`config.mk`:
```
export PLATFORM = sky130hd
export DESIGN_NAME = pcx_rle_scanline_encoder_unit
export DESIGN_NICKNAME = d
export VERILOG_FILES = /design/src/hw/rtl/pcxrle_pkg.sv /design/src/hw/rtl/pcxrle_front.sv /design/src/hw/rtl/pcxrle_queue.sv /design/src/hw/rtl/pcxrle_back.sv /design/src/hw/rtl/pcx_rle_scanline_encoder_unit.sv
export SDC_FILE = /design/constraint.sdc
export NUM_CORES = 1
export LEC_CHECK = 0
export ABC_CLOCK_PERIOD_IN_PS = 12300
export BUFFER_PORTS_ARGS = -buffer_cell sky130_fd_sc_hd__buf_2
export CORE_MARGIN = 8
export CORE_UTILIZATION = 55
export DETAILED_ROUTE_END_ITERATION = 8
export GPL_ROUTABILITY_DRIVEN = 1
export PLACE_DENSITY = 0.73
export SYNTH_ARGS = -nofsm -noshare
export SYNTH_HDL_FRONTEND = slang
export SYNTH_SLANG_ARGS = --single-unit
```
`constraint.sdc`:
```
create_clock -name clock -period 12.3 [get_ports clock]
set_input_delay 2.46 -clock clock [delete_from_list [all_inputs] [get_ports clock]]
set_output_delay 2.46 -clock clock [all_outputs]
set_load 0.03 [all_outputs]
```
`src/hw/rtl/pcxrle_pkg.sv`:
```
// ----------------------------------------------------------------------------
// pcxrle_pkg
// Types and constants shared by the PCX run-length scan line encoder.
// ----------------------------------------------------------------------------
package pcxrle_pkg;

   localparam logic [7:0]  COUNT_TAG         = 8'hC0;
   localparam logic [5:0]  RUN_MAX           = 6'd63;
   localparam logic [7:0]  LITERAL_LIMIT     = 8'd64;
   localparam logic [15:0] LINE_LENGTH_RESET = 16'd640;
   localparam int          LINE_LENGTH_WIDTH = 16;
   localparam int          QUEUE_DEPTH       = 4;
   localparam int          QUEUE_PTR_WIDTH   = 2;

   // one closed run
   typedef struct packed {
      logic       valid;
      logic [7:0] value;
      logic [5:0] length;
      logic       line_end;
   } run_type;

   // runs closed by one pixel: the previous run, then the pixel's own run
   typedef struct packed {
      run_type prev;
      run_type cur;
   } burst_type;

   // output word slots of one burst, in order
   typedef enum logic [1:0] {
      SLOT_PREV_COUNT = 2'd0,
      SLOT_PREV_VALUE = 2'd1,
      SLOT_CUR_COUNT  = 2'd2,
      SLOT_CUR_VALUE  = 2'd3
   } slot_type;

   function automatic logic needs_count(run_type r);
      return (r.length > 6'd1) || (r.value >= LITERAL_LIMIT);
   endfunction

   function automatic logic [7:0] count_word(run_type r);
      return COUNT_TAG | {2'b00, r.length};
   endfunction

endpackage

```
`src/hw/rtl/pcxrle_front.sv`:
```
// ----------------------------------------------------------------------------
// pcxrle_front
// Takes pixels, tracks run and line position, and posts the runs each pixel
// closes as one burst record.
// ----------------------------------------------------------------------------
module pcxrle_front #(
   parameter int POSITION_WIDTH = 16
) (
   input  logic                   clock,
   input  logic                   reset,
   input  logic                   req_push,
   output logic                   req_full,
   input  logic [7:0]             req_pixel,
   input  logic                   csr_valid,
   output logic                   csr_ready,
   input  logic [15:0]            csr_wdata,
   input  logic                   queue_full,
   output logic                   burst_push,
   output pcxrle_pkg::burst_type  burst
);
   import pcxrle_pkg::*;

   localparam int CMP_WIDTH = LINE_LENGTH_WIDTH + 1;

   logic [LINE_LENGTH_WIDTH-1:0] line_length_ff;
   logic [7:0]                   run_value_ff;
   logic [7:0]                   run_value_in;
   logic [5:0]                   run_length_ff;
   logic [5:0]                   run_length_in;
   logic [POSITION_WIDTH-1:0]    position_ff;
   logic [POSITION_WIDTH-1:0]    position_in;

   logic                 accept;
   logic                 close_prev;
   logic                 start;
   logic [7:0]           grown_value;
   logic [5:0]           grown_length;
   logic [CMP_WIDTH-1:0] pos_inc;
   logic                 last;
   logic                 cur_close;

   assign csr_ready = 1'b1;
   assign req_full  = queue_full;
   assign accept    = req_push && !queue_full;

   always_comb begin
      close_prev   = (run_length_ff != 6'd0) && (req_pixel != run_value_ff);
      start        = (run_length_ff == 6'd0) || close_prev;
      grown_value  = start ? req_pixel : run_value_ff;
      grown_length = start ? 6'd1 : run_length_ff + 6'd1;
      pos_inc      = CMP_WIDTH'(position_ff) + CMP_WIDTH'(1);
      last         = (&position_ff) || (pos_inc >= CMP_WIDTH'(line_length_ff));
      cur_close    = last || (grown_length >= RUN_MAX);

      burst.prev.valid    = close_prev;
      burst.prev.value    = run_value_ff;
      burst.prev.length   = run_length_ff;
      burst.prev.line_end = 1'b0;
      burst.cur.valid     = cur_close;
      burst.cur.value     = grown_value;
      burst.cur.length    = grown_length;
      burst.cur.line_end  = last;
      burst_push          = accept && (close_prev || cur_close);

      run_value_in  = grown_value;
      run_length_in = cur_close ? 6'd0 : grown_length;
      position_in   = last ? '0 : pos_inc[POSITION_WIDTH-1:0];
   end

   always_ff @(posedge clock) begin
      if (reset) begin
         line_length_ff <= LINE_LENGTH_RESET;
         run_value_ff   <= 8'd0;
         run_length_ff  <= 6'd0;
         position_ff    <= '0;
      end else begin
         if (csr_valid) begin
            line_length_ff <= csr_wdata;
         end
         if (accept) begin
            run_value_ff  <= run_value_in;
            run_length_ff <= run_length_in;
            position_ff   <= position_in;
         end
      end
   end

endmodule

```
`src/hw/rtl/pcxrle_queue.sv`:
```
// ----------------------------------------------------------------------------
// pcxrle_queue
// Short first-in first-out queue of burst records between front and back.
// ----------------------------------------------------------------------------
module pcxrle_queue (
   input  logic                  clock,
   input  logic                  reset,
   input  logic                  push,
   input  pcxrle_pkg::burst_type push_data,
   output logic                  full,
   input  logic                  pop,
   output logic                  empty,
   output pcxrle_pkg::burst_type head
);
   import pcxrle_pkg::*;

   burst_type                   slots_ff [QUEUE_DEPTH];
   logic [QUEUE_PTR_WIDTH-1:0]  wr_ptr_ff;
   logic [QUEUE_PTR_WIDTH-1:0]  rd_ptr_ff;
   logic [QUEUE_PTR_WIDTH:0]    count_ff;
   logic [QUEUE_PTR_WIDTH:0]    count_in;
   logic                        do_push;
   logic                        do_pop;

   assign full    = (count_ff == (QUEUE_PTR_WIDTH+1)'(QUEUE_DEPTH));
   assign empty   = (count_ff == '0);
   assign head    = slots_ff[rd_ptr_ff];
   assign do_push = push && !full;
   assign do_pop  = pop && !empty;

   always_comb begin
      count_in = count_ff;
      if (do_push && !do_pop) begin
         count_in = count_ff + 1'b1;
      end else if (do_pop && !do_push) begin
         count_in = count_ff - 1'b1;
      end
   end

   always_ff @(posedge clock) begin
      if (do_push) begin
         slots_ff[wr_ptr_ff] <= push_data;
      end
   end

   always_ff @(posedge clock) begin
      if (reset) begin
         wr_ptr_ff <= '0;
         rd_ptr_ff <= '0;
         count_ff  <= '0;
      end else begin
         if (do_push) begin
            wr_ptr_ff <= wr_ptr_ff + 1'b1;
         end
         if (do_pop) begin
            rd_ptr_ff <= rd_ptr_ff + 1'b1;
         end
         count_ff <= count_in;
      end
   end

endmodule

```
`src/hw/rtl/pcxrle_back.sv`:
```
// ----------------------------------------------------------------------------
// pcxrle_back
// Expands the head burst record into encoded words and writes them into the
// output register, one per cycle while that register is free.
// ----------------------------------------------------------------------------
module pcxrle_back (
   input  logic                  clock,
   input  logic                  reset,
   input  logic                  queue_empty,
   input  pcxrle_pkg::burst_type head,
   output logic                  queue_pop,
   output logic                  rsp_empty,
   input  logic                  rsp_pop,
   output logic [7:0]            rsp_code_byte,
   output logic                  rsp_line_end,
   output logic                  rsp_burst_end
);
   import pcxrle_pkg::*;

   slot_type   phase_ff;
   slot_type   phase_in;
   logic       out_valid_ff;
   logic       out_valid_in;
   logic [7:0] code_ff;
   logic [7:0] code_in;
   logic       line_end_ff;
   logic       line_end_in;
   logic       burst_end_ff;
   logic       burst_end_in;

   logic [3:0] present;
   logic [3:0] eligible;
   logic [3:0] remaining;
   slot_type   sel;
   logic       last;
   logic       out_free;
   logic       advance;

   always_comb begin
      present[SLOT_PREV_COUNT] = head.prev.valid && needs_count(head.prev);
      present[SLOT_PREV_VALUE] = head.prev.valid;
      present[SLOT_CUR_COUNT]  = head.cur.valid && needs_count(head.cur);
      present[SLOT_CUR_VALUE]  = head.cur.valid;
      eligible = present & (4'b1111 << phase_ff);

      sel = SLOT_CUR_VALUE;
      for (int i = 3; i >= 0; i--) begin
         if (eligible[i]) begin
            sel = slot_type'(2'(i));
         end
      end
      remaining = eligible >> sel;
      last      = (remaining[3:1] == 3'b000);

      case (sel)
         SLOT_PREV_COUNT: code_in = count_word(head.prev);
         SLOT_PREV_VALUE: code_in = head.prev.value;
         SLOT_CUR_COUNT:  code_in = count_word(head.cur);
         SLOT_CUR_VALUE:  code_in = head.cur.value;
         default:         code_in = head.cur.value;
      endcase
      line_end_in  = (sel == SLOT_CUR_VALUE) && head.cur.line_end;
      burst_end_in = last;

      out_free  = !out_valid_ff || rsp_pop;
      advance   = !queue_empty && out_free;
      queue_pop = advance && last;

      out_valid_in = advance || (out_valid_ff && !rsp_pop);
      phase_in     = phase_ff;
      if (advance) begin
         phase_in = last ? SLOT_PREV_COUNT : slot_type'(sel + 2'd1);
      end
   end

   always_ff @(posedge clock) begin
      if (reset) begin
         phase_ff     <= SLOT_PREV_COUNT;
         out_valid_ff <= 1'b0;
      end else begin
         phase_ff     <= phase_in;
         out_valid_ff <= out_valid_in;
      end
   end

   always_ff @(posedge clock) begin
      if (advance) begin
         code_ff      <= code_in;
         line_end_ff  <= line_end_in;
         burst_end_ff <= burst_end_in;
      end
   end

   assign rsp_empty     = !out_valid_ff;
   assign rsp_code_byte = code_ff;
   assign rsp_line_end  = line_end_ff;
   assign rsp_burst_end = burst_end_ff;

endmodule

```
`src/hw/rtl/pcx_rle_scanline_encoder_unit.sv`:
```
// ----------------------------------------------------------------------------
// pcx_rle_scanline_encoder_unit
// PCX run-length encoder for raw scan line bytes.
// ----------------------------------------------------------------------------
// Pixels enter on req_ (push/full), encoded words leave on rsp_ (empty/pop),
// one word per pop. rsp_line_end marks the last word of a scan line and
// rsp_burst_end the last word caused by one pixel. csr_ sets the line length
// in pixels; ready is always high, write it only while the block is idle.
// A pixel that closes a run has its first word pass through the queue and the
// output register before it shows on rsp_. Pixels that only extend a run
// produce nothing and are taken one per cycle while req_full is low. The back
// end sends one word per cycle while its output register is free; a pixel
// yields one or two words typically, up to four when it closes two runs. A
// four-entry queue of burst records sits between pixel intake and word output;
// req_full rises when that queue fills, either while the receiver holds off
// popping or when pixels yield words faster than one per cycle. A word stays
// on rsp_ until popped. Reset clears the run, the line position and the
// queue, and sets the line length to 640; no words are pending after reset.
// ----------------------------------------------------------------------------
module pcx_rle_scanline_encoder_unit #(
   parameter int POSITION_WIDTH = 16
) (
   input  logic        clock,
   input  logic        reset,
   input  logic        req_push,
   output logic        req_full,
   input  logic [7:0]  req_pixel,
   output logic        rsp_empty,
   input  logic        rsp_pop,
   output logic [7:0]  rsp_code_byte,
   output logic        rsp_line_end,
   output logic        rsp_burst_end,
   input  logic        csr_valid,
   output logic        csr_ready,
   input  logic [15:0] csr_wdata
);
   import pcxrle_pkg::*;

   logic      burst_push;
   burst_type burst;
   logic      queue_full;
   logic      queue_empty;
   logic      queue_pop;
   burst_type head;

   pcxrle_front #(
      .POSITION_WIDTH(POSITION_WIDTH)
   ) u_front (
      .clock      (clock),
      .reset      (reset),
      .req_push   (req_push),
      .req_full   (req_full),
      .req_pixel  (req_pixel),
      .csr_valid  (csr_valid),
      .csr_ready  (csr_ready),
      .csr_wdata  (csr_wdata),
      .queue_full (queue_full),
      .burst_push (burst_push),
      .burst      (burst)
   );

   pcxrle_queue u_queue (
      .clock     (clock),
      .reset     (reset),
      .push      (burst_push),
      .push_data (burst),
      .full      (queue_full),
      .pop       (queue_pop),
      .empty     (queue_empty),
      .head      (head)
   );

   pcxrle_back u_back (
      .clock         (clock),
      .reset         (reset),
      .queue_empty   (queue_empty),
      .head          (head),
      .queue_pop     (queue_pop),
      .rsp_empty     (rsp_empty),
      .rsp_pop       (rsp_pop),
      .rsp_code_byte (rsp_code_byte),
      .rsp_line_end  (rsp_line_end),
      .rsp_burst_end (rsp_burst_end)
   );

endmodule

```
==> results_dict.tcl, run 1 <==
set metrics [dict create \
    outcome "finished clean" \
    tightestPinTransition_ps 632 \
    min_path_type "reg2reg" \
    hold_slack_ps 474 \
    clk_pin_slew_ps 70 \
    synth_warnings 0 \
    ctsHoldBuffers 0 \
    numCtsBuffers 17 \
    critPathCaptureType "register" \
    r2r-end "u_queue.count_ff[2]" \
    slew_headroom 0.579 \
    async_flop_share 0 \
    synth.distinct_cells 59 \
    grt_overflow_total 0 \
    portBuffers 40 \
    hold_violations 0 \
    maxCapViolations 0 \
    ant_nets 0 \
    initial_core_util 0.557 \
    path_max_fanout 7 \
    postCtsSetupRepairBufs 0 \
    worst_path_dominant_cell_family "compound AO/OA/AOI/OAI gates" \
    cpMostUsedCell "a21oi_1" \
    grt_pass1_wl_um 26700 \
    vias_per_cell 5.93 \
    crit_required_ps 12650 \
    syn_inst 627 \
    antenna_found_initial 0 \
    htreeDepth 4 \
    startpoint_type "input pin" \
    hold_end "u_back.out_valid_ff" \
    die_x_um 140 \
    cpPeakStageDelay_ps 380 \
    synth_nets 685 \
    diodes 0 \
    cts-root-buf "clkbuf_16" \
    fin_skew_ps 9.17 \
    setup_viol 0 \
    max_freq_ghz 0.210 \
    r2r_slack_ps 7680 \
    core_mm2 0.0151 \
    ys_seq_elements 192 \
    synth_edf_count 134 \
    die_area_mm2 0.0195 \
    totalWireLength_um 16500 \
    crit_slowest_cell "fa_1" \
    grt_pass1_vias 5162 \
    period_minus_slack_ps 4770 \
    avgSynthCellArea_um2 13.4 \
    drive_gt1_frac 0.167 \
    fin_setup_tns_ps 0 \
    fp.dieH_um 140 \
    synth_seq_area_share 0.617 \
    vdd_drop_max_mv 0.105 \
    clock_latency_ps 430 \
    hold_depth 2 \
    drt_iter0_markers 305 \
    cts-root-to-sink-buffers 2 \
    cts_resized 0 \
    cts_tree "yes" \
    crit_chain "buf_2 -> xnor2_1 -> nand4_1 -> nor2_1 -> a21oi_1 -> a21oi_1 -> a21oi_2 -> ha_1 -> inv_1 -> fa_1 -> xor2_1 -> or3_1 -> a21oi_1" \
    grt_max_degree 57 \
    dp_hpwl_um 10500 \
    drv_slew 0 \
    post_drt_wl_per_cell_um 19.2 \
    grt_usage 0.175 \
    rr_startpoint "u_front.position_ff[9]" \
    rows 45 \
    syn_area_mm2 0.00840 \
    firstDrtPassIters 5 \
    area_growth_syn_to_layout_pct 11.1 \
    cp.arrival_ps 5120 \
    drc 0 \
    routabilityCongestion 0.767 \
    power.leakage_nw 3.29 \
    rsz0062_at_grt "false" \
    r2r.worst_path.cells 16 \
    power.density_mw_per_mm2 191 \
    min_from "u_back.out_valid_ff" \
    ios 42 \
    synthFlopType "edfxtp_1" \
    fin_crit_sh 0.388 \
    vias 5118 \
    path_class "in2reg" \
    layout.nets 720 \
    critPathBufInv 2 \
    clock-sinks 192 \
]
-- synth_stat cells, drive strengths merged (5+ instances only) --
master  instances  area share
a22o            5      0.0052
xor2            7      0.0073
nor3            7      0.0042
nor4            7      0.0070
xnor2          23       0.024
ha             28       0.042
nand4          14       0.010
a21oi          39       0.024
nand2          59       0.026
buf            12      0.0089
inv            29       0.013
nand3          18       0.011
mux4           30       0.083
a31oi           5      0.0045
mux2i          16       0.019
and3            5      0.0037
clkbuf         23       0.010
nor2           36       0.016
edfxtp        134        0.48
o21ai          13      0.0077
and2            7      0.0052
dfxtp          58        0.14
-- worst register-to-register path, delay by kind of cell, from the launching register on --
family / cells / cell delay [ps]
xor+xnor: 2 / 350
compound gates: 2 / 500
buf+inv: 1 / 70
fa+ha+maj: 3 / 930
simple gates: 8 / 2270
flops: 1 / 430
-- power breakdown --
part / total [W] / internal (W) / switching, W
logic: 0.000451 / 0.000172 / 0.000280
clock network: 0.000534 / 0.000299 / 0.000235
registers: 0.000795 / 0.000765 / 0.0000296
-- kinds of logic (layout without fill, tap and decap cells) --
logic type      Yosys count  count (layout)  share of synthesized area
xor+xnor                 30              30                     0.0313
other cells               1               1                   0.000446
mux                      49              49                      0.106
buf+inv                  65             113                     0.0326
fa+ha+maj                29              29                     0.0441
flops                   192             192                      0.617
simple gates            175             175                      0.102
compound gates           86              86                     0.0661
-- through the flow --
stage	setup slack [ps]	power (W)	std cells	instance area [µm²]	util
2_1_floorplan	7710	0.00114	627	8400	-
3_3_place_gp	7240	0.00125	831	8760	0.580
3_5_place_dp	7120	0.00126	831	8760	0.580
4_1_cts	7550	0.00179	863	9330	0.618
5_1_grt	7250	0.00185	863	9330	0.618
6_report	7530	0.00178	863	9330	0.618
-- layout by cell type, fill, tap and decap left out, types with 4 or more instances in the layout --
cell | synthesis | final
a21oi_1 | 38 | 38
a22o_1 | 5 | 5
a31o_1 | 4 | 4
a31oi_1 | 4 | 4
and2_1 | 7 | 7
and3_1 | 5 | 5
buf_2 | 2 | 40
buf_4 | 1 | 11
clkbuf_16 | 0 | 17
clkinv_4 | 0 | 5
dfxtp_1 | 58 | 57
edfxtp_1 | 134 | 134
ha_1 | 28 | 28
inv_1 | 29 | 29
mux2i_1 | 16 | 16
mux4_1 | 5 | 5
mux4_2 | 25 | 25
nand2_1 | 59 | 59
nand3_1 | 18 | 18
nand4_1 | 14 | 14
nor2_1 | 36 | 36
nor2b_1 | 4 | 4
nor3_1 | 7 | 7
nor4_1 | 6 | 6
o21ai_0 | 4 | 4
o21ai_1 | 9 | 9
or3_1 | 4 | 4
xnor2_1 | 23 | 23
xor2_1 | 7 | 7
-- sequential cells by signal, summed over array words and instances (netlist names), named ones only --
register / count
u_queue.slots_ff: 124
u_front.line_length_ff: 16
u_front.position_ff: 16
u_back.rsp_code_byte: 8
u_front.run_value_ff: 8
u_front.run_length_ff: 6
u_queue.count_ff: 3
u_back.phase_ff: 2
u_queue.rd_ptr_ff: 2
u_queue.wr_ptr_ff: 2
u_back.out_valid_ff: 1
u_back.rsp_burst_end: 1
u_back.rsp_line_end: 1
-- layout make-up --
class | instances | area [µm²]
Clock inverter | 14 | 143
Timing Repair Buffer | 51 | 283
Clock buffer | 18 | 429
Tap cell | 188 | 235
Inverter | 30 | 113
Multi-Input combinational cell | 370 | 2940
Sequential cell | 192 | 5190
Fill cell | 1143 | 5760
-- metal layers --
| metal | GRT usage | share of wire |
|---|---|---|
| met3 | 0.0373 | 0.041 |
| met2 | 0.303 | 0.51 |
| met4 | 0.0709 | 0.019 |
| met5 | 0 | 0 |
| met1 | 0.210 | 0.43 |
-- worst max path at each step --
stage	startpoint	end	slack (ps)	cells past startpoint
2_1_floorplan	req_pixel[0]	u_queue.count_ff[2]	7710	12
5_1_grt	req_pixel[6]	u_queue.count_ff[2]	7250	12
4_1_cts	req_pixel[6]	u_queue.count_ff[2]	7550	13
3_5_place_dp	req_pixel[6]	u_queue.count_ff[2]	7120	13
6_report	req_pixel[6]	u_queue.count_ff[2]	7530	13
3_3_place_gp	req_pixel[6]	u_queue.count_ff[2]	7240	12
Power figures use the tool's default switching activity.
==> inputs of run 2 (changes only) <==
--- a/config.mk
+++ b/config.mk
@@ -5,7 +5,7 @@
 export SDC_FILE = /design/constraint.sdc
 export NUM_CORES = 1
 export LEC_CHECK = 0
-export ABC_CLOCK_PERIOD_IN_PS = 12300
+export ABC_CLOCK_PERIOD_IN_PS = 4600
 export BUFFER_PORTS_ARGS = -buffer_cell sky130_fd_sc_hd__buf_2
 export CORE_MARGIN = 8
 export CORE_UTILIZATION = 55
==> constraint.sdc (replaced) <==
create_clock -name clock -period 4.6 [get_ports clock]
set_input_delay 0.92 -clock clock [delete_from_list [all_inputs] [get_ports clock]]
set_output_delay 0.92 -clock clock [all_outputs]
set_load 0.03 [all_outputs]
==> run 2 against run 1 <==
Combinational power rose to 2.6 times the previous value. Via count about the same. Worst hold slack worse by 3.6 ps. Power rose to 2.7 times the previous value. First-iteration DRC count up 39%. Design area up 0.25%. Sequential share of layout area down 0.14 points. Critical path depth up 3. Highest routed layer unchanged. Critical path type is now reg2reg. Clock power rose to 2.6 times the previous value. Worst setup slack worse by 7200 ps. Clock skew about the same.
==> results_dict.tcl, run 2 (same netlist as run 1, synthesis figures left out) <==
set metrics [dict create \
    outcome "finished clean" \
    antenna_found_initial 0 \
    grt_pass1_vias 5231 \
    layout.nets 722 \
    crit_chain "ha_1 -> and3_1 -> nor2b_1 -> nand3_1 -> xnor2_1 -> ha_1 -> and3_1 -> nor3b_1 -> nor2_1 -> a21oi_2 -> ha_1 -> inv_1 -> fa_1 -> xor2_1 -> or3_1 -> a21oi_1" \
    post_drt_wl_per_cell_um 19.0 \
    path_class "reg2reg" \
    slew_headroom 0.570 \
    hold_depth 2 \
    numCtsBuffers 17 \
    rsz0062_at_grt "false" \
    design_area_mm2 0.00935 \
    fin_setup_tns_ps 0 \
    area_growth_syn_to_layout_pct 11.4 \
    path_max_fanout 7 \
    critPathCaptureType "register" \
    period_minus_slack_ps 4250 \
    r2r_slack_ps 350 \
    cp.arrival_ps 4610 \
    postCtsSetupRepairBufs 0 \
    tightestPinTransition_ps 646 \
    htreeDepth 4 \
    clk_pin_slew_ps 70 \
    die_x_um 140 \
    clock_latency_ps 430 \
    reg_top3 "u_queue.slots_ff x124, u_front.line_length_ff x16, u_front.position_ff x16" \
    cts-root-buf "clkbuf_16" \
    firstDrtPassIters 5 \
    rr_startpoint "u_front.position_ff[0]" \
    vias_per_cell 5.92 \
    routabilityCongestion 0.819 \
    r2r-end "u_queue.count_ff[2]" \
    met1_length_um 6990 \
    final_cell_mix "edfxtp_1 (134), nand2_1 (59), dfxtp_1 (57)" \
    crit_required_ps 4960 \
    top_layer "met4" \
    drv_slew 0 \
    maxCapViolations 0 \
    cts_tree "yes" \
    grt_pass1_wl_um 26800 \
    worst_path_dominant_cell_family "simple AND/OR/NAND/NOR gates" \
    power.density_mw_per_mm2 507 \
    min_path_type "reg2reg" \
    portBuffers 40 \
    core_mm2 0.0151 \
    hold_end "u_back.out_valid_ff" \
    fp.dieH_um 140 \
    totalWireLength_um 16500 \
    ios 42 \
    fin_skew_ps 8.88 \
    grt_usage 0.176 \
    power.leakage_nw 3.31 \
    met3_length_um 770 \
    fin_crit_sh 0.924 \
    cpPeakStageDelay_ps 450 \
    clock-sinks 192 \
    ctsHoldBuffers 0 \
    r2r.worst_path.cells 16 \
    drt_iter0_markers 423 \
    largest_reg_flops 124 \
    initial_core_util 0.557 \
    diodes 0 \
    vias 5123 \
    cts-root-to-sink-buffers 2 \
    critPathBufInv 1 \
    rows 45 \
    placed_area_mm2 0.00877 \
    cpMostUsedCell "ha_1" \
    dp_hpwl_um 10700 \
    startpoint_type "register" \
    grt_max_degree 56 \
    die_area_mm2 0.0195 \
    drive_gt1_frac 0.174 \
    vdd_drop_max_mv 0.305 \
    min_from "u_back.out_valid_ff" \
    max_freq_ghz 0.235 \
    wl_met2_um 8280 \
    ant_nets 0 \
    crit_slowest_cell "dfxtp_1" \
    hold_violations 0 \
    drc 0 \
    setup_viol 0 \
    layout_commonest_cell "edfxtp_1" \
    largest-register "u_queue.slots_ff" \
    grt_overflow_total 0 \
]
-- run 2: cell types whose count changed in the layout (fill, tap and decap cells not counted) --
cell / delta
clkbuf_8: +2
nor3_2: +1
inv_8: +1
bufinv_16: -2
clkbuf_16: +1
clkinv_2: -2
inv_6: +3
clkinv_1: -2
buf_4: +2
nor3_1: -1
clkinv_4: -1
-- run 2: cell type report --
class,count,area [µm²]
clock buffers,21,482
clock inverters,11,93.8
fillers,1158,5740
inverters,30,113
multi-input cells,370,2950
flip-flops and latches,192,5190
well taps,188,235
repair buffers,53,298
-- run 2: per-layer routing --
metal	GRT usage	vias to the layer above
met5	0	-
met4	0.0743	0
met3	0.0356	35
met2	0.300	162
met1	0.216	2516
li1	-	2410
-- run 2: worst max path at each step --
stage | start | end | slack, ps | depth (start not counted)
5_1_grt | u_front.position_ff[0] | u_queue.count_ff[2] | 30 | 16
6_report | u_front.position_ff[0] | u_queue.count_ff[2] | 350 | 16
2_1_floorplan | u_front.position_ff[9] | u_queue.count_ff[2] | 610 | 16
4_1_cts | u_front.position_ff[9] | u_queue.count_ff[2] | 310 | 16
3_5_place_dp | u_front.position_ff[9] | u_queue.count_ff[2] | 330 | 16
3_3_place_gp | u_front.position_ff[9] | u_queue.count_ff[2] | 540 | 16
-- run 2: repair_timing --
action                                  CTS  global route
endpoints found under the setup margin    0             1
hold endpoints to repair                  0             0
gates resized for setup                   0             1
-- run 2: report_power, final --
part / internal (W) / switching [W] / total (W)
clock: 0.000766 / 0.000640 / 0.00141
sequential: 0.00205 / 0.000114 / 0.00216
combinational: 0.000465 / 0.000711 / 0.00118
total: 0.00328 / 0.00147 / 0.00474
-- run 2: tightest hold or removal path, delay by kind of cell (launching register included) --
kind,cells,cell delay (ps)
DFF,1,320
and+or+nand+nor,1,60
AOI/OAI and AO/OA,1,50
-- run 2: through the flow --
stage	total power, W	cells	worst slack [ps]	util	hold slack (ps)
3_5_place_dp	0.00338	833	329	0.581	464
4_1_cts	0.00477	865	307	0.619	475
2_1_floorplan	0.00306	627	612	-	445
5_1_grt	0.00495	865	33.0	0.620	506
3_3_place_gp	0.00334	833	543	0.581	455
6_report	0.00474	865	351	0.620	471
